$ cat src/sv/rrtsq_pkg.sv
`timescale 1ns / 1ps
`default_nettype none

package rrtsq_pkg;

  // Request kinds.
  localparam logic [1:0] KIND_ADD   = 2'd0;
  localparam logic [1:0] KIND_SERVE = 2'd1;
  localparam logic [1:0] KIND_QUERY = 2'd2;

  // Result status codes.
  localparam logic [2:0] STATUS_ADDED    = 3'd0;
  localparam logic [2:0] STATUS_SLICED   = 3'd1;
  localparam logic [2:0] STATUS_FINISHED = 3'd2;
  localparam logic [2:0] STATUS_EMPTY    = 3'd3;
  localparam logic [2:0] STATUS_IGNORED  = 3'd4;
  localparam logic [2:0] STATUS_AVERAGE  = 3'd5;

  // Width of a job time and of the fixed-point fraction of the average.
  localparam int unsigned TIME_W = 16;
  localparam int unsigned FRAC_W = 8;
  localparam int unsigned AVG_W  = 24;

  // Controller states.
  typedef enum logic [1:0] {
    ST_IDLE,
    ST_SERVE,
    ST_DIV
  } state_e;

endpackage

`default_nettype wire

$ cat src/sv/round_robin_time_slice_queue.sv
`timescale 1ns / 1ps
`default_nettype none

// Round-robin time-slice queue.
// A request is taken when start_i is high and busy_o is low. kind_i selects
// add (burst_time_i goes to the tail), serve (the oldest job gets one slice
// and is requeued, or leaves) or query (mean remaining time in Q8).
// Each request gives one result: done_o is high for exactly one cycle with
// status_o, time_used_o, average_q8_o and jobs_waiting_o valid. The receiver
// cannot stall, so results are never held.
// Timing: add, ignored requests and serve or query on an empty ring finish
// in the idle state; the result appears the cycle after the request and the
// next request can be taken in that same cycle. A serve registers the head
// entry from the ring memory, then in the serve state writes a sliced job
// back and forms the result. A query on a non-empty ring runs a restoring
// divider, one quotient bit per cycle, and then gives the result.
// The quantum is written over the cfg channel, which is always ready; the user
// must write it only while the block is idle; the block does not enforce
// this. A quantum of zero acts as one. Reset empties the ring (no clearing
// pass: entries are read only after being written) and sets the quantum to one.
module round_robin_time_slice_queue
  import rrtsq_pkg::*;
#(
  parameter int unsigned RING_DEPTH = 16
) (
  input  wire logic                                clk_i,
  input  wire logic                                rst_ni,
  input  wire logic                                start_i,
  output logic                                     busy_o,
  input  wire logic [1:0]                          kind_i,
  input  wire logic [TIME_W-1:0]                   burst_time_i,
  input  wire logic                                cfg_valid_i,
  output logic                                     cfg_ready_o,
  input  wire logic [TIME_W-1:0]                   cfg_data_i,
  output logic                                     done_o,
  output logic [2:0]                               status_o,
  output logic [TIME_W-1:0]                        time_used_o,
  output logic [AVG_W-1:0]                         average_q8_o,
  output logic [$clog2(RING_DEPTH+1)-1:0]          jobs_waiting_o
);

  localparam int unsigned IDX_W  = $clog2(RING_DEPTH);
  localparam int unsigned CNT_W  = $clog2(RING_DEPTH + 1);
  localparam int unsigned SUM_W  = TIME_W + CNT_W;
  localparam int unsigned DIV_W  = SUM_W + FRAC_W;
  localparam int unsigned STEP_W = $clog2(DIV_W + 1);

  // Ring memory and its read data register.
  logic [TIME_W-1:0] ring_mem [RING_DEPTH];
  logic [TIME_W-1:0] rd_data_q;
  logic              rd_en;
  logic              wr_en;
  logic [TIME_W-1:0] wr_data;

  state_e            state_q, state_d;
  logic [IDX_W-1:0]  head_q, head_d;
  logic [IDX_W-1:0]  tail_q, tail_d;
  logic [CNT_W-1:0]  count_q, count_d;
  logic [SUM_W-1:0]  sum_q, sum_d;
  logic [TIME_W-1:0] quantum_q;
  logic [TIME_W-1:0] quantum_eff;

  logic              done_q, done_d;
  logic [2:0]        status_q, status_d;
  logic [TIME_W-1:0] used_q, used_d;
  logic [AVG_W-1:0]  avg_q, avg_d;

  // Divider registers.
  logic [DIV_W-1:0]  div_acc_q, div_acc_d;
  logic [CNT_W:0]    div_rem_q, div_rem_d;
  logic [STEP_W-1:0] div_step_q, div_step_d;
  logic [CNT_W:0]    rem_shift;
  logic              rem_ge;
  logic [DIV_W-1:0]  acc_next;

  logic              accept;
  logic              sliced;
  logic              add_ok;

  assign accept      = start_i && (state_q == ST_IDLE);
  assign busy_o      = (state_q != ST_IDLE);
  assign cfg_ready_o = 1'b1;
  assign quantum_eff = (quantum_q == '0) ? TIME_W'(1) : quantum_q;

  assign add_ok = (kind_i == KIND_ADD) && (burst_time_i != '0) &&
                  (count_q < CNT_W'(RING_DEPTH));
  assign sliced = ({1'b0, rd_data_q} > {1'b0, quantum_eff});
  assign rd_en  = accept && (kind_i == KIND_SERVE) && (count_q != '0);

  // One divider step: shift in the next dividend bit and try to subtract.
  assign rem_shift = {div_rem_q[CNT_W-1:0], div_acc_q[DIV_W-1]};
  assign rem_ge    = (rem_shift >= {1'b0, count_q});
  assign acc_next  = {div_acc_q[DIV_W-2:0], rem_ge};

  function automatic logic [IDX_W-1:0] ring_next(input logic [IDX_W-1:0] idx);
    ring_next = (idx == IDX_W'(RING_DEPTH - 1)) ? '0 : idx + IDX_W'(1);
  endfunction

  // Next state.
  always_comb begin
    state_d = state_q;
    case (state_q)
      ST_IDLE: begin
        if (accept && (kind_i == KIND_SERVE) && (count_q != '0)) begin
          state_d = ST_SERVE;
        end else if (accept && (kind_i == KIND_QUERY) && (count_q != '0)) begin
          state_d = ST_DIV;
        end
      end
      ST_SERVE: state_d = ST_IDLE;
      ST_DIV: begin
        if (div_step_q == STEP_W'(1)) begin
          state_d = ST_IDLE;
        end
      end
      default: state_d = ST_IDLE;
    endcase
  end

  // Datapath and result formation.
  always_comb begin
    head_d     = head_q;
    tail_d     = tail_q;
    count_d    = count_q;
    sum_d      = sum_q;
    done_d     = 1'b0;
    status_d   = status_q;
    used_d     = used_q;
    avg_d      = avg_q;
    div_acc_d  = div_acc_q;
    div_rem_d  = div_rem_q;
    div_step_d = div_step_q;
    wr_en      = 1'b0;
    wr_data    = burst_time_i;
    case (state_q)
      ST_IDLE: begin
        if (accept) begin
          used_d = '0;
          avg_d  = '0;
          case (kind_i)
            KIND_ADD: begin
              done_d   = 1'b1;
              status_d = STATUS_IGNORED;
              if (add_ok) begin
                wr_en    = 1'b1;
                tail_d   = ring_next(tail_q);
                count_d  = count_q + CNT_W'(1);
                sum_d    = sum_q + SUM_W'(burst_time_i);
                status_d = STATUS_ADDED;
              end
            end
            KIND_SERVE: begin
              if (count_q == '0) begin
                done_d   = 1'b1;
                status_d = STATUS_EMPTY;
              end
            end
            KIND_QUERY: begin
              if (count_q == '0) begin
                done_d   = 1'b1;
                status_d = STATUS_AVERAGE;
              end else begin
                div_acc_d  = {sum_q, FRAC_W'(0)};
                div_rem_d  = '0;
                div_step_d = STEP_W'(DIV_W);
              end
            end
            default: begin
              done_d   = 1'b1;
              status_d = STATUS_IGNORED;
            end
          endcase
        end
      end
      ST_SERVE: begin
        // The head entry leaves; a sliced job is written back at the tail.
        done_d = 1'b1;
        head_d = ring_next(head_q);
        if (sliced) begin
          wr_en    = 1'b1;
          wr_data  = rd_data_q - quantum_eff;
          tail_d   = ring_next(tail_q);
          sum_d    = sum_q - SUM_W'(quantum_eff);
          status_d = STATUS_SLICED;
          used_d   = quantum_eff;
        end else begin
          count_d  = count_q - CNT_W'(1);
          sum_d    = sum_q - SUM_W'(rd_data_q);
          status_d = STATUS_FINISHED;
          used_d   = rd_data_q;
        end
      end
      ST_DIV: begin
        div_acc_d  = acc_next;
        div_rem_d  = rem_ge ? (rem_shift - {1'b0, count_q}) : rem_shift;
        div_step_d = div_step_q - STEP_W'(1);
        if (div_step_q == STEP_W'(1)) begin
          done_d   = 1'b1;
          status_d = STATUS_AVERAGE;
          avg_d    = AVG_W'(acc_next);
        end
      end
      default: begin
      end
    endcase
  end

  // Ring memory write port.
  always_ff @(posedge clk_i) begin
    if (wr_en) begin
      ring_mem[tail_q] <= wr_data;
    end
  end

  // Ring memory read port, registered.
  always_ff @(posedge clk_i) begin
    if (rd_en) begin
      rd_data_q <= ring_mem[head_q];
    end
  end

  // Control state.
  always_ff @(posedge clk_i or negedge rst_ni) begin
    if (!rst_ni) begin
      state_q   <= ST_IDLE;
      head_q    <= '0;
      tail_q    <= '0;
      count_q   <= '0;
      sum_q     <= '0;
      quantum_q <= TIME_W'(1);
      done_q    <= 1'b0;
    end else begin
      state_q <= state_d;
      head_q  <= head_d;
      tail_q  <= tail_d;
      count_q <= count_d;
      sum_q   <= sum_d;
      done_q  <= done_d;
      if (cfg_valid_i && cfg_ready_o) begin
        quantum_q <= cfg_data_i;
      end
    end
  end

  // Result and divider payload.
  always_ff @(posedge clk_i) begin
    status_q   <= status_d;
    used_q     <= used_d;
    avg_q      <= avg_d;
    div_acc_q  <= div_acc_d;
    div_rem_q  <= div_rem_d;
    div_step_q <= div_step_d;
  end

  assign done_o         = done_q;
  assign status_o       = status_q;
  assign time_used_o    = used_q;
  assign average_q8_o   = avg_q;
  assign jobs_waiting_o = count_q;

`ifndef SYNTH
  // The job count never exceeds the ring depth.
  a_count_bound: assert property (@(posedge clk_i) disable iff (!rst_ni)
    count_q <= CNT_W'(RING_DEPTH))
    else $error("job count exceeds ring depth");

  // A result follows either an accepted request or a finishing multi-cycle step.
  a_done_cause: assert property (@(posedge clk_i) disable iff (!rst_ni)
    done_o |-> ($past(start_i && !busy_o) || $past(state_q != ST_IDLE)))
    else $error("result without a request");

  // The divider only runs on a non-empty ring.
  a_div_nonzero: assert property (@(posedge clk_i) disable iff (!rst_ni)
    (state_q == ST_DIV) |-> (count_q != '0))
    else $error("divide by zero job count");

  // A serve step always ends with a result in the next cycle.
  a_serve_done: assert property (@(posedge clk_i) disable iff (!rst_ni)
    (state_q == ST_SERVE) |=> (done_o && (state_q == ST_IDLE)))
    else $error("serve step did not complete");
`endif

endmodule

`default_nettype wire
$ cat config.mk
export PLATFORM = sky130hd
export DESIGN_NAME = round_robin_time_slice_queue
export DESIGN_NICKNAME = d
export VERILOG_FILES = /design/src/sv/rrtsq_pkg.sv /design/src/sv/round_robin_time_slice_queue.sv
export SDC_FILE = /design/constraint.sdc
export NUM_CORES = 1
export LEC_CHECK = 0
export BUFFER_PORTS_ARGS = -buffer_cell sky130_fd_sc_hd__buf_2
export CORE_UTILIZATION = 30
export CTS_CLUSTER_SIZE = 28
export DETAILED_ROUTE_END_ITERATION = 10
export GPL_TIMING_DRIVEN = 0
export PLACE_DENSITY_LB_ADDON = 0.2
export SLEW_MARGIN = 20
export SYNTH_ARGS = -nofsm -noshare
export SYNTH_HDL_FRONTEND = slang
export SYNTH_SLANG_ARGS = --single-unit
$ cat constraint.sdc
create_clock -name clk_i -period 5.1 [get_ports clk_i]
set_input_delay 0.765 -clock clk_i [delete_from_list [all_inputs] [get_ports clk_i]]
set_output_delay 0.765 -clock clk_i [all_outputs]
set_load 0.01 [all_outputs]
After elaboration in Yosys (flattened, before gate mapping)
Memories as Yosys holds them, arrays and structs flattened. A register that Yosys moved wholly into a read port is not among the register bits. Cells that the tools add are included.

Output and inout port bits: 51. Memories kept: 1. Bits of input ports: 38. Bits in registers: 135. Memory bits (writable): 256. Latch bits: 0. Bits in read-only memories: 0.

Memory list: ring_mem (words 16, width 16, read ports 1, clocked after Yosys merged registers in 1, wr ports 1, line round_robin_time_slice_queue.sv:49) `logic [TIME_W-1:0] ring_mem [RING_DEPTH];`.

$lt $le $gt $ge: 3. Mux-type cells: 63. Add/subtract/negate cells: 10. Shift-type cells: 0. Multiply operators: 0. Bitwise operators: 0. Eq/ne operators: 18. Div/mod/pow operators: 0. Reductions and logical operators: 26.

Operators with widths (number): $mux 29 (3); $mux 21 (4); $mux 16 (5); $pmux 29 s2 (1); $mux 5 (11); $mux 24 (2); $pmux 24 s2 (1); $pmux 21 s2 (1); $sub 21x16->21 (2); $pmux 16 s2 (1); $pmux 5 s2 (3); $mux 4 (6); $add 21x16->21 (1); $pmux 3 s3 (2); $gt 16x16->1 (1); $logic_not 16->1 (1); $reduce_bool 16->1 (1); $sub 16x16->16 (1); $mux 3 (5); $reduce_and 5->1 (3); $ne 2x2->1 const B (6); $mux 1 (10); $sub 5x1->5 const B (2); $ne 3x2->1 const B (3); other kinds (25) (44).

Depth between registers and ports, before layout
Gate-level depths: netlist of run 1.

Depth after elaboration: 9. Depth in mapped cells: 23. Gate-level depth less buffers: 21.

Worst setup path before layout of run 1
Ideal clock, no wire load.

Path type: flip-flop to flip-flop. Start: reg quantum_q[12]. End: mem ring_mem[0][0] (enable). Arrival: 3.952 ns. Setup time: 0.436 ns. Buffers on the path: 1. Stages on the path, launching flop included: 14. Data required time: 4.664 ns. Slack: 0.712 ns. Period minus slack after synthesis: 4.388 ns. Path through: dfrtp_1 > nor3_1 > a41oi_1 > inv_1 > ha_1 > fa_1 > nor2b_1 > o21ai_1 > a21oi_2 > o21bai_1 > a21oi_2 > buf_6 > a21oi_4 > nor4b_1.

Longest elaborated chain between the ends: 7.

Ends and longest elaborated chain: start, declared (line round_robin_time_slice_queue.sv:60) `logic [TIME_W-1:0] quantum_q;`; start signal, assigned (line round_robin_time_slice_queue.sv:240) `quantum_q <= cfg_data_i;`; $logic_not 16->1 (line round_robin_time_slice_queue.sv:83) `assign quantum_eff = (quantum_q == '0) ? TIME_W'(1) : quantum_q;`; $mux 16 * (line round_robin_time_slice_queue.sv:83); $gt 16x16->1 * (line round_robin_time_slice_queue.sv:87) `assign sliced = ({1'b0, rd_data_q} > {1'b0, quantum_eff});`; $mux 1 * (line round_robin_time_slice_queue.sv:179) `if (sliced) begin`; $pmux 1 s2 * (line round_robin_time_slice_queue.sv:135) `case (state_q)`; $mux 1 * (line round_robin_time_slice_queue.sv:210) `if (wr_en) begin`; $mux 1 (not written as such) * (line round_robin_time_slice_queue.sv:211) `ring_mem[tail_q] <= wr_data;`; end, declared (line round_robin_time_slice_queue.sv:49).

Every way passes the cells marked *; elsewhere a longest branch is shown, timed or not.

Worst setup path after layout of run 1
Start: reg quantum_q[10]. End: reg sum_q[20].

Longest elaborated chain between the ends: 5. Elaborated cells between the ends (all ways): 6.

Ends and longest elaborated chain: $logic_not 16->1 (line round_robin_time_slice_queue.sv:83); $mux 16 * (line round_robin_time_slice_queue.sv:83); $sub 21x16->21 / $gt 16x16->1 (equally long branches) (line round_robin_time_slice_queue.sv:183, round_robin_time_slice_queue.sv:87); $mux 21 * (line round_robin_time_slice_queue.sv:179); $pmux 21 s2 * (line round_robin_time_slice_queue.sv:135); end signal, assigned (line round_robin_time_slice_queue.sv:237) `sum_q <= sum_d;`; end, declared (line round_robin_time_slice_queue.sv:59) `logic [SUM_W-1:0] sum_q, sum_d;`.

Marks and branches as above. A chain may end at the register's enable or synchronous reset.

==> out/metrics.cfg, run 1 <==
[run_status]
outcome=complete, no violations

[synthesis]
ys_seq_area_share_pct=63.8
synth_enable_flop_cells=354
syn_area_um2=18700
syn_nets=1322
synth_cell_type_count=76
netlist_instances=1219
synth-async-reset-ratio_pct=13.0
ys.flop_type=edfxtp_1
avgSynthCellArea_um2=15.4
ys.warnings.count=0
ys_ff_latch=407

[worst_setup_path]
reg2regPathDepth=22
crit_path_start=quantum_q[10]
critPathTopFamily=compound AO/OA/AOI/OAI gates
timing.critical_path.buf_inv=3
critPathCaptureType=flop
max_stage_delay_ns=0.43
path_cells=nor4_4, a41oi_1, inv_1, ha_1, fa_1, nor2b_1, o21ai_2, a21oi_2, o21bai_1, a21oi_2, buf_6, buf_6, o221ai_1, ha_2, fa_1, nor2b_2, o2111ai_2, a21oi_2, o22ai_2, o211ai_1, mux2i_1, xnor2_1
path_max_fanout=10
worstSetupStartpointType=flop
worst_ep_arrival_time_ns=5.37
timing.critical_path.slowest_stage_cell=dfrtp_1
path_class=flop to flop
r2r-end=sum_q[20]
cp_common_cell=a21oi_2
ff2ff_setup_slack_ns=0.23
r2r-start=quantum_q[10]
required_ns=5.60

[detailed_routing]
ant_nets=0
viasPerCell=4.79
wl_mm=48.7
drt_pass1_iterations=5
avgRoutedWirePerCell_um=21.5
drc=0
vias=10800
drtIter0Drc=695

[placement]
hpwl_mm=36.1
placed_cell_area_um2=20800
gp_congestion=0.883
portBuffers=87

[timing]
slew_viol_final=0
layout_min_cycle_time_ns=4.87
fin_crit_sh_pct=95.5
tightestPinTransition_ns=0.962
hold_viol=0
finalSetupTns_ns=0
setup_violations=0
fmax_mhz=205
slew_headroom_pct=34.6
rsz0062_at_grt=true
skew_ns=0.0337

[pwr]
ir_drop_uv=267
total_leakage_power_nw=7.91
cellPowerDensity_nw_per_um2=550
p_total_mw=12.3

[die]
initial_utilization_pct=30.4
dieArea_um2=63400
chipHeight_um=252
num_rows=91
core_area_um2=61700
io_pins=89
dieWidth_um=252

[cells_and_area]
final_nets=1495
layout-drive-gt1-share_pct=26.6
register_area_um2=12000
fin_area_um2=22300
multi_input_area_um2=6620
n_fill_cell=5931
syn_to_final_growth_pct=19.2

[global_route]
grt_pass1_wl_mm=72.6
grt_pass1_vias=11300
grt_usage_pct=15.6
grt_max_degree=48
antenna_found_initial=1
grt_overflow=0

[clock_tree]
clock_path_buffers=3
clock_latency_ns=0.59
cts_tree=yes
cts_buffers=43
clock-sinks=407
path_clk_slew_ns=0.06
root_buffer=clkbuf_16
cts_max_level=2

[hold_path]
hp-class=primary input to flop
hold-path-cell-count=3
whs_endpoint=quantum_q[2]
hold_start=cfg_data_i[2]

[job]
max_cap_violations=0

-- cell usage in the layout (no fill, tap or decap), drive strengths merged, types with 6 or more instances in the layout --
master and n:
edfxtp 354, o31ai 8, and2 28, nor3b 9, dfrtp 52, nand3 8, a21o 25, nor4 9
mux4 80, a21oi 58, ha 61, xor2 12, inv 49, nor2b 14, nor3 27, mux2i 22
nand2b 10, mux2 38, clkbuf 84, bufinv 6, buf 145, clkinv 20, o21ai 54, nor2 41
xnor2 32, o21a 11, nand2 91
-- cells in the mapped netlist, drive strengths merged (10+ instances only) --
library cell,number,area (um^2)
a21o,25,188
a21oi,58,320
and2,28,175
buf,19,121
clkbuf,30,113
dfrtp,52,1300
edfxtp,354,10600
ha,61,763
inv,48,180
mux2,38,435
mux2i,22,220
mux4,80,1800
nand2,91,344
nand2b,10,62.6
nor2,41,156
nor2b,14,87.6
nor3,27,135
o21a,11,90.1
o21ai,54,270
xnor2,32,280
xor2,12,105
-- cell type report --
cell class / count / area share [%]
multi-input cells: 714 / 29.6
clock buffers: 53 / 4.99
repair buffers: 128 / 3.81
well taps: 837 / 4.69
flip-flops and latches: 407 / 53.6
inverters: 49 / 0.824
diodes: 1 / 0.0112
plain buffers: 49 / 1.07
clock inverters: 26 / 1.37
-- timing repair --
action,in CTS,in global routing
resized for setup,9,15
setup endpoints to repair,7,9
hold buffers,1,0
setup buffers,1,1
hold endpoints to repair,6,0
pin swaps,2,5
-- cell families (layout without fill, tap and decap cells) --
logic type / Yosys count / count (layout) / share of synthesized area [%]
XOR/XNOR: 44 / 44 / 2.06
adder cells (fa/ha/maj): 65 / 65 / 4.50
flip-flops: 407 / 407 / 63.8
AO/OA/AOI/OAI: 200 / 200 / 6.97
buffers and inverters: 98 / 305 / 2.23
multiplexers: 140 / 140 / 13.1
other: 1 / 2 / 0.0200
AND/OR/NAND/NOR: 264 / 264 / 7.26
-- worst max-delay path by stage --
| stage | slack [ns] | endpoint | cells past startpoint |
|---|---|---|---|
| 2_1_floorplan | 0.71 | ring_mem[0][0] | 13 |
| 3_3_place_gp | -1.96 | ring_mem[8][6] | 13 |
| 3_5_place_dp | -0.37 | sum_q[17] | 22 |
| 4_1_cts | 0.04 | sum_q[20] | 22 |
| 5_1_grt | -0.04 | sum_q[20] | 22 |
| 6_report | 0.23 | sum_q[20] | 22 |
-- worst min-delay path: stages --
cell and delay [ns]:
buf_2 0.08, nand2_1 0.04, o21ai_0 0.06
-- sequential cells by signal, indices dropped and copies added, names as in the netlist, 16 cells and up --
register / count
div_acc_q: 29
ring_mem: 256
sum_q: 21
rd_data_q: 16
average_q8_o: 24
quantum_q: 16
time_used_o: 16
-- power breakdown --
part	switching, mW	internal (mW)	total [mW]
Combinational	2.58	1.93	4.51
Clock	1.34	1.86	3.20
Sequential	0.248	4.32	4.57
-- routing by layer --
layer | vias to the layer above | global-route usage [%] | share of wire (%)
met5 | - | 0 | 0.031
met4 | 2 | 4.09 | 2.3
met3 | 66 | 3.22 | 4.9
met2 | 244 | 27.6 | 51
met1 | 5480 | 19.2 | 42
li1 | 5051 | - | -
-- through the flow --
step	utilization, %	instances	setup slack (ns)	hold WS [ns]
after global placement	32.8	2143	-1.96	0.465
after CTS	36.1	2262	0.0356	0.371
after detailed placement	33.6	2181	-0.368	0.477
after floorplan	-	1219	0.712	0.443
final	36.2	2264	0.232	0.403
after global routing	36.2	2263	-0.0436	0.384
Note: power is estimated with default switching activity, not from simulation.
==> run 2: changes to the inputs <==
CORE_MARGIN = 3   (was not set)
==> run 2 against run 1 <==
  * Worst hold slack worse by 0.010 ns
  * Setup slack better by 0.022 ns
  * Critical path depth decreased by 1
  * Sequential power hardly changed
  * Final cell count decreased by 0.13%
  * Non-clock buffer count up 4
  * Critical path type unchanged
  * Largest power group unchanged
==> out/metrics.cfg, run 2 (synthesis results as in run 1) <==
[run_status]
outcome=complete, no violations  ; unchanged

[cells_and_area]
largest_reg_flops=256  ; unchanged
layout_common_cells=354 x edfxtp_1, 101 x buf_2, 89 x nand2_1  ; was 354 x edfxtp_1, 98 x buf_2, 89 x nand2_1
final_common_cell=edfxtp_1  ; unchanged
n_fill_cell=5803  ; was 5931
final_nets=1501  ; was 1495
syn_to_final_growth_pct=19.8  ; was 19.2%
insertedDiodeCount=0  ; was 1
final_util_pct=36.8  ; was 36.2%
largest-register=ring_mem  ; unchanged
layout-drive-gt1-share_pct=27.4  ; was 26.6%

[global_route]
grt_max_degree=48  ; unchanged
antenna_found_initial=0  ; was 1
grt_usage_pct=14.9  ; was 15.6%
grt_pass1_vias=11400  ; was 11.3k
grt_overflow=0  ; unchanged
grt_pass1_wl_mm=73.1  ; was 72.6 mm

[timing]
slew_viol_final=0  ; unchanged
fin_crit_sh_pct=95.0  ; was 95.5%
finalSetupTns_ns=0  ; unchanged
layout_min_cycle_time_ns=4.85  ; was 4.87 ns
hold_slack_ns=0.392  ; was 0.403 ns
setup_violations=0  ; unchanged
hold_viol=0  ; unchanged
slew_headroom_pct=34.4  ; was 34.6%
tightestPinTransition_ns=0.985  ; was 0.962 ns
skew_ns=0.0503  ; was 0.0337 ns
fmax_mhz=206  ; was 205 MHz

[placement]
gp_congestion=0.871  ; was 0.883
portBuffers=87  ; unchanged
hpwl_mm=36.9  ; was 36.1 mm

[clock_tree]
clock-sinks=407  ; unchanged
cts_tree=yes  ; unchanged
cts_buffers=45  ; was 43
root_buffer=clkbuf_16  ; unchanged
clock_latency_ns=0.61  ; was 0.59 ns
cts_max_level=2  ; unchanged
path_clk_slew_ns=0.06  ; about the same
clock_path_buffers=3  ; unchanged

[hold_path]
hp-class=primary input to flop  ; unchanged
hold-path-cell-count=3  ; unchanged
hold_start=cfg_data_i[5]  ; was cfg_data_i[2]
whs_endpoint=quantum_q[5]  ; was quantum_q[2]

[worst_setup_path]
r2r-start=quantum_q[15]  ; was quantum_q[10]
path_max_fanout=10  ; unchanged
worstSetupStartpointType=flop  ; unchanged
required_ns=5.55  ; was 5.60 ns
critPathCaptureType=flop  ; unchanged
ff2ff_setup_slack_ns=0.25  ; was 0.23 ns
reg2regPathDepth=21  ; was 22
r2r-end=sum_q[17]  ; was sum_q[20]
path_class=flop to flop  ; unchanged
worst_ep_arrival_time_ns=5.30  ; was 5.37 ns

[die]
dieWidth_um=256  ; was 252 um
chipHeight_um=256  ; was 252 um
initial_utilization_pct=30.7  ; was 30.4%
dieArea_um2=65500  ; was 63400 um^2
core_area_um2=61000  ; was 61700 um^2
io_pins=89  ; unchanged
num_rows=90  ; was 91

[detailed_routing]
drc=0  ; unchanged
viasPerCell=4.88  ; was 4.79
wl_mm=49.5  ; was 48.7 mm
avgRoutedWirePerCell_um=21.9  ; was 21.5 um
ant_nets=0  ; unchanged
drtIter0Drc=840  ; was 695
drt_pass1_iterations=5  ; unchanged
vias=11000  ; was 10.8k

[job]
max_cap_violations=0  ; unchanged

[pwr]
cellPowerDensity_nw_per_um2=554  ; was 550 nW/um^2
total_leakage_power_nw=7.96  ; was 7.91 nW
ir_drop_uv=290  ; was 267 uV

==> run 2: cell count changes in the layout (fill, tap and decap cells not counted), sizes merged <==
| cell | before | now |
|---|---|---|
| buf | 145 | 150 |
| clkinvlp | 0 | 2 |
| inv | 49 | 50 |
| bufinv | 6 | 5 |
| diode | 1 | 0 |
==> run 2: worst max-delay path by stage <==
| stage | startpoint | to | cells after the start |
|---|---|---|---|
| 6_report | quantum_q[15] | sum_q[17] | 21 |
| 5_1_grt | quantum_q[15] | sum_q[20] | 22 |
| 4_1_cts | quantum_q[1] | sum_q[20] | 23 |
| 3_5_place_dp | quantum_q[15] | sum_q[17] | 22 |
| 3_3_place_gp | quantum_q[15] | ring_mem[1][2] | 13 |
| 2_1_floorplan | quantum_q[12] | ring_mem[0][0] | 13 |
==> run 2: through the flow <==
| stage | power (mW) | cell area [um^2] | cells | worst slack [ns] |
|---|---|---|---|---|
| 6_report | 12.4 | 22400 | 2261 | 0.254 |
| 2_1_floorplan | 7.62 | 18700 | 1219 | 0.712 |
| 4_1_cts | 12.5 | 22300 | 2258 | 0.0153 |
| 3_5_place_dp | 9.12 | 20700 | 2172 | -0.380 |
| 3_3_place_gp | 8.97 | 20200 | 2134 | -2.21 |
| 5_1_grt | 13.1 | 22400 | 2261 | -0.0398 |
==> run 2: area by class of cell <==
class                           count  area [um^2]  share of cell area [%]
Sequential cell                   407        12000                    53.3
Multi-Input combinational cell    714         6650                    29.6
Clock buffer                       54         1180                    5.26
Tap cell                          828         1040                    4.62
Timing Repair Buffer              132          868                    3.87
Clock inverter                     28          337                    1.50
Buffer                             49          239                    1.06
Inverter                           49          184                   0.819
==> run 2: power by group <==
part / switching, mW / total [mW] / leakage (nW) / internal (mW)
combinational: 2.60 / 4.56 / 3.37 / 1.95
clock: 1.39 / 3.32 / 0.730 / 1.93
sequential: 0.253 / 4.57 / 3.86 / 4.32
==> run 2: what timing repair did <==
item | CTS | global route
hold buffers | 1 | 0
pin swaps | 3 | 4
resized for setup | 8 | 20
buffers inserted | 3 | 3
endpoints found under the setup margin | 9 | 7
endpoints found under the hold margin | 2 | 0
gates cloned | 0 | 0
==> run 2: worst max-delay path: stages, from the launching register on <==
cell and delay (ns):
dfrtp_1 0.40, nor3_2 0.09, a41oi_1 0.21, inv_1 0.09, ha_1 0.21, fa_1 0.42, nor2b_1 0.18, o21ai_2 0.10
a21oi_2 0.16, o21bai_1 0.09, a21oi_2 0.20, buf_6 0.16, buf_8 0.18, mux2i_1 0.32, a21oi_1 0.10, ha_1 0.39
and2_1 0.24, a32oi_1 0.32, inv_1 0.15, nor4_4 0.28, mux2i_1 0.11, a211o_1 0.27
==> run 2: metal layers <==
metal | GRT usage, % | vias to the layer above | part of all wire, %
met1 | 18.8 | 5635 | 42
met4 | 4.02 | 0 | 2.2
met5 | 0 | - | 0
met2 | 26.7 | 269 | 52
li1 | - | 5064 | -
met3 | 2.37 | 63 | 4.4
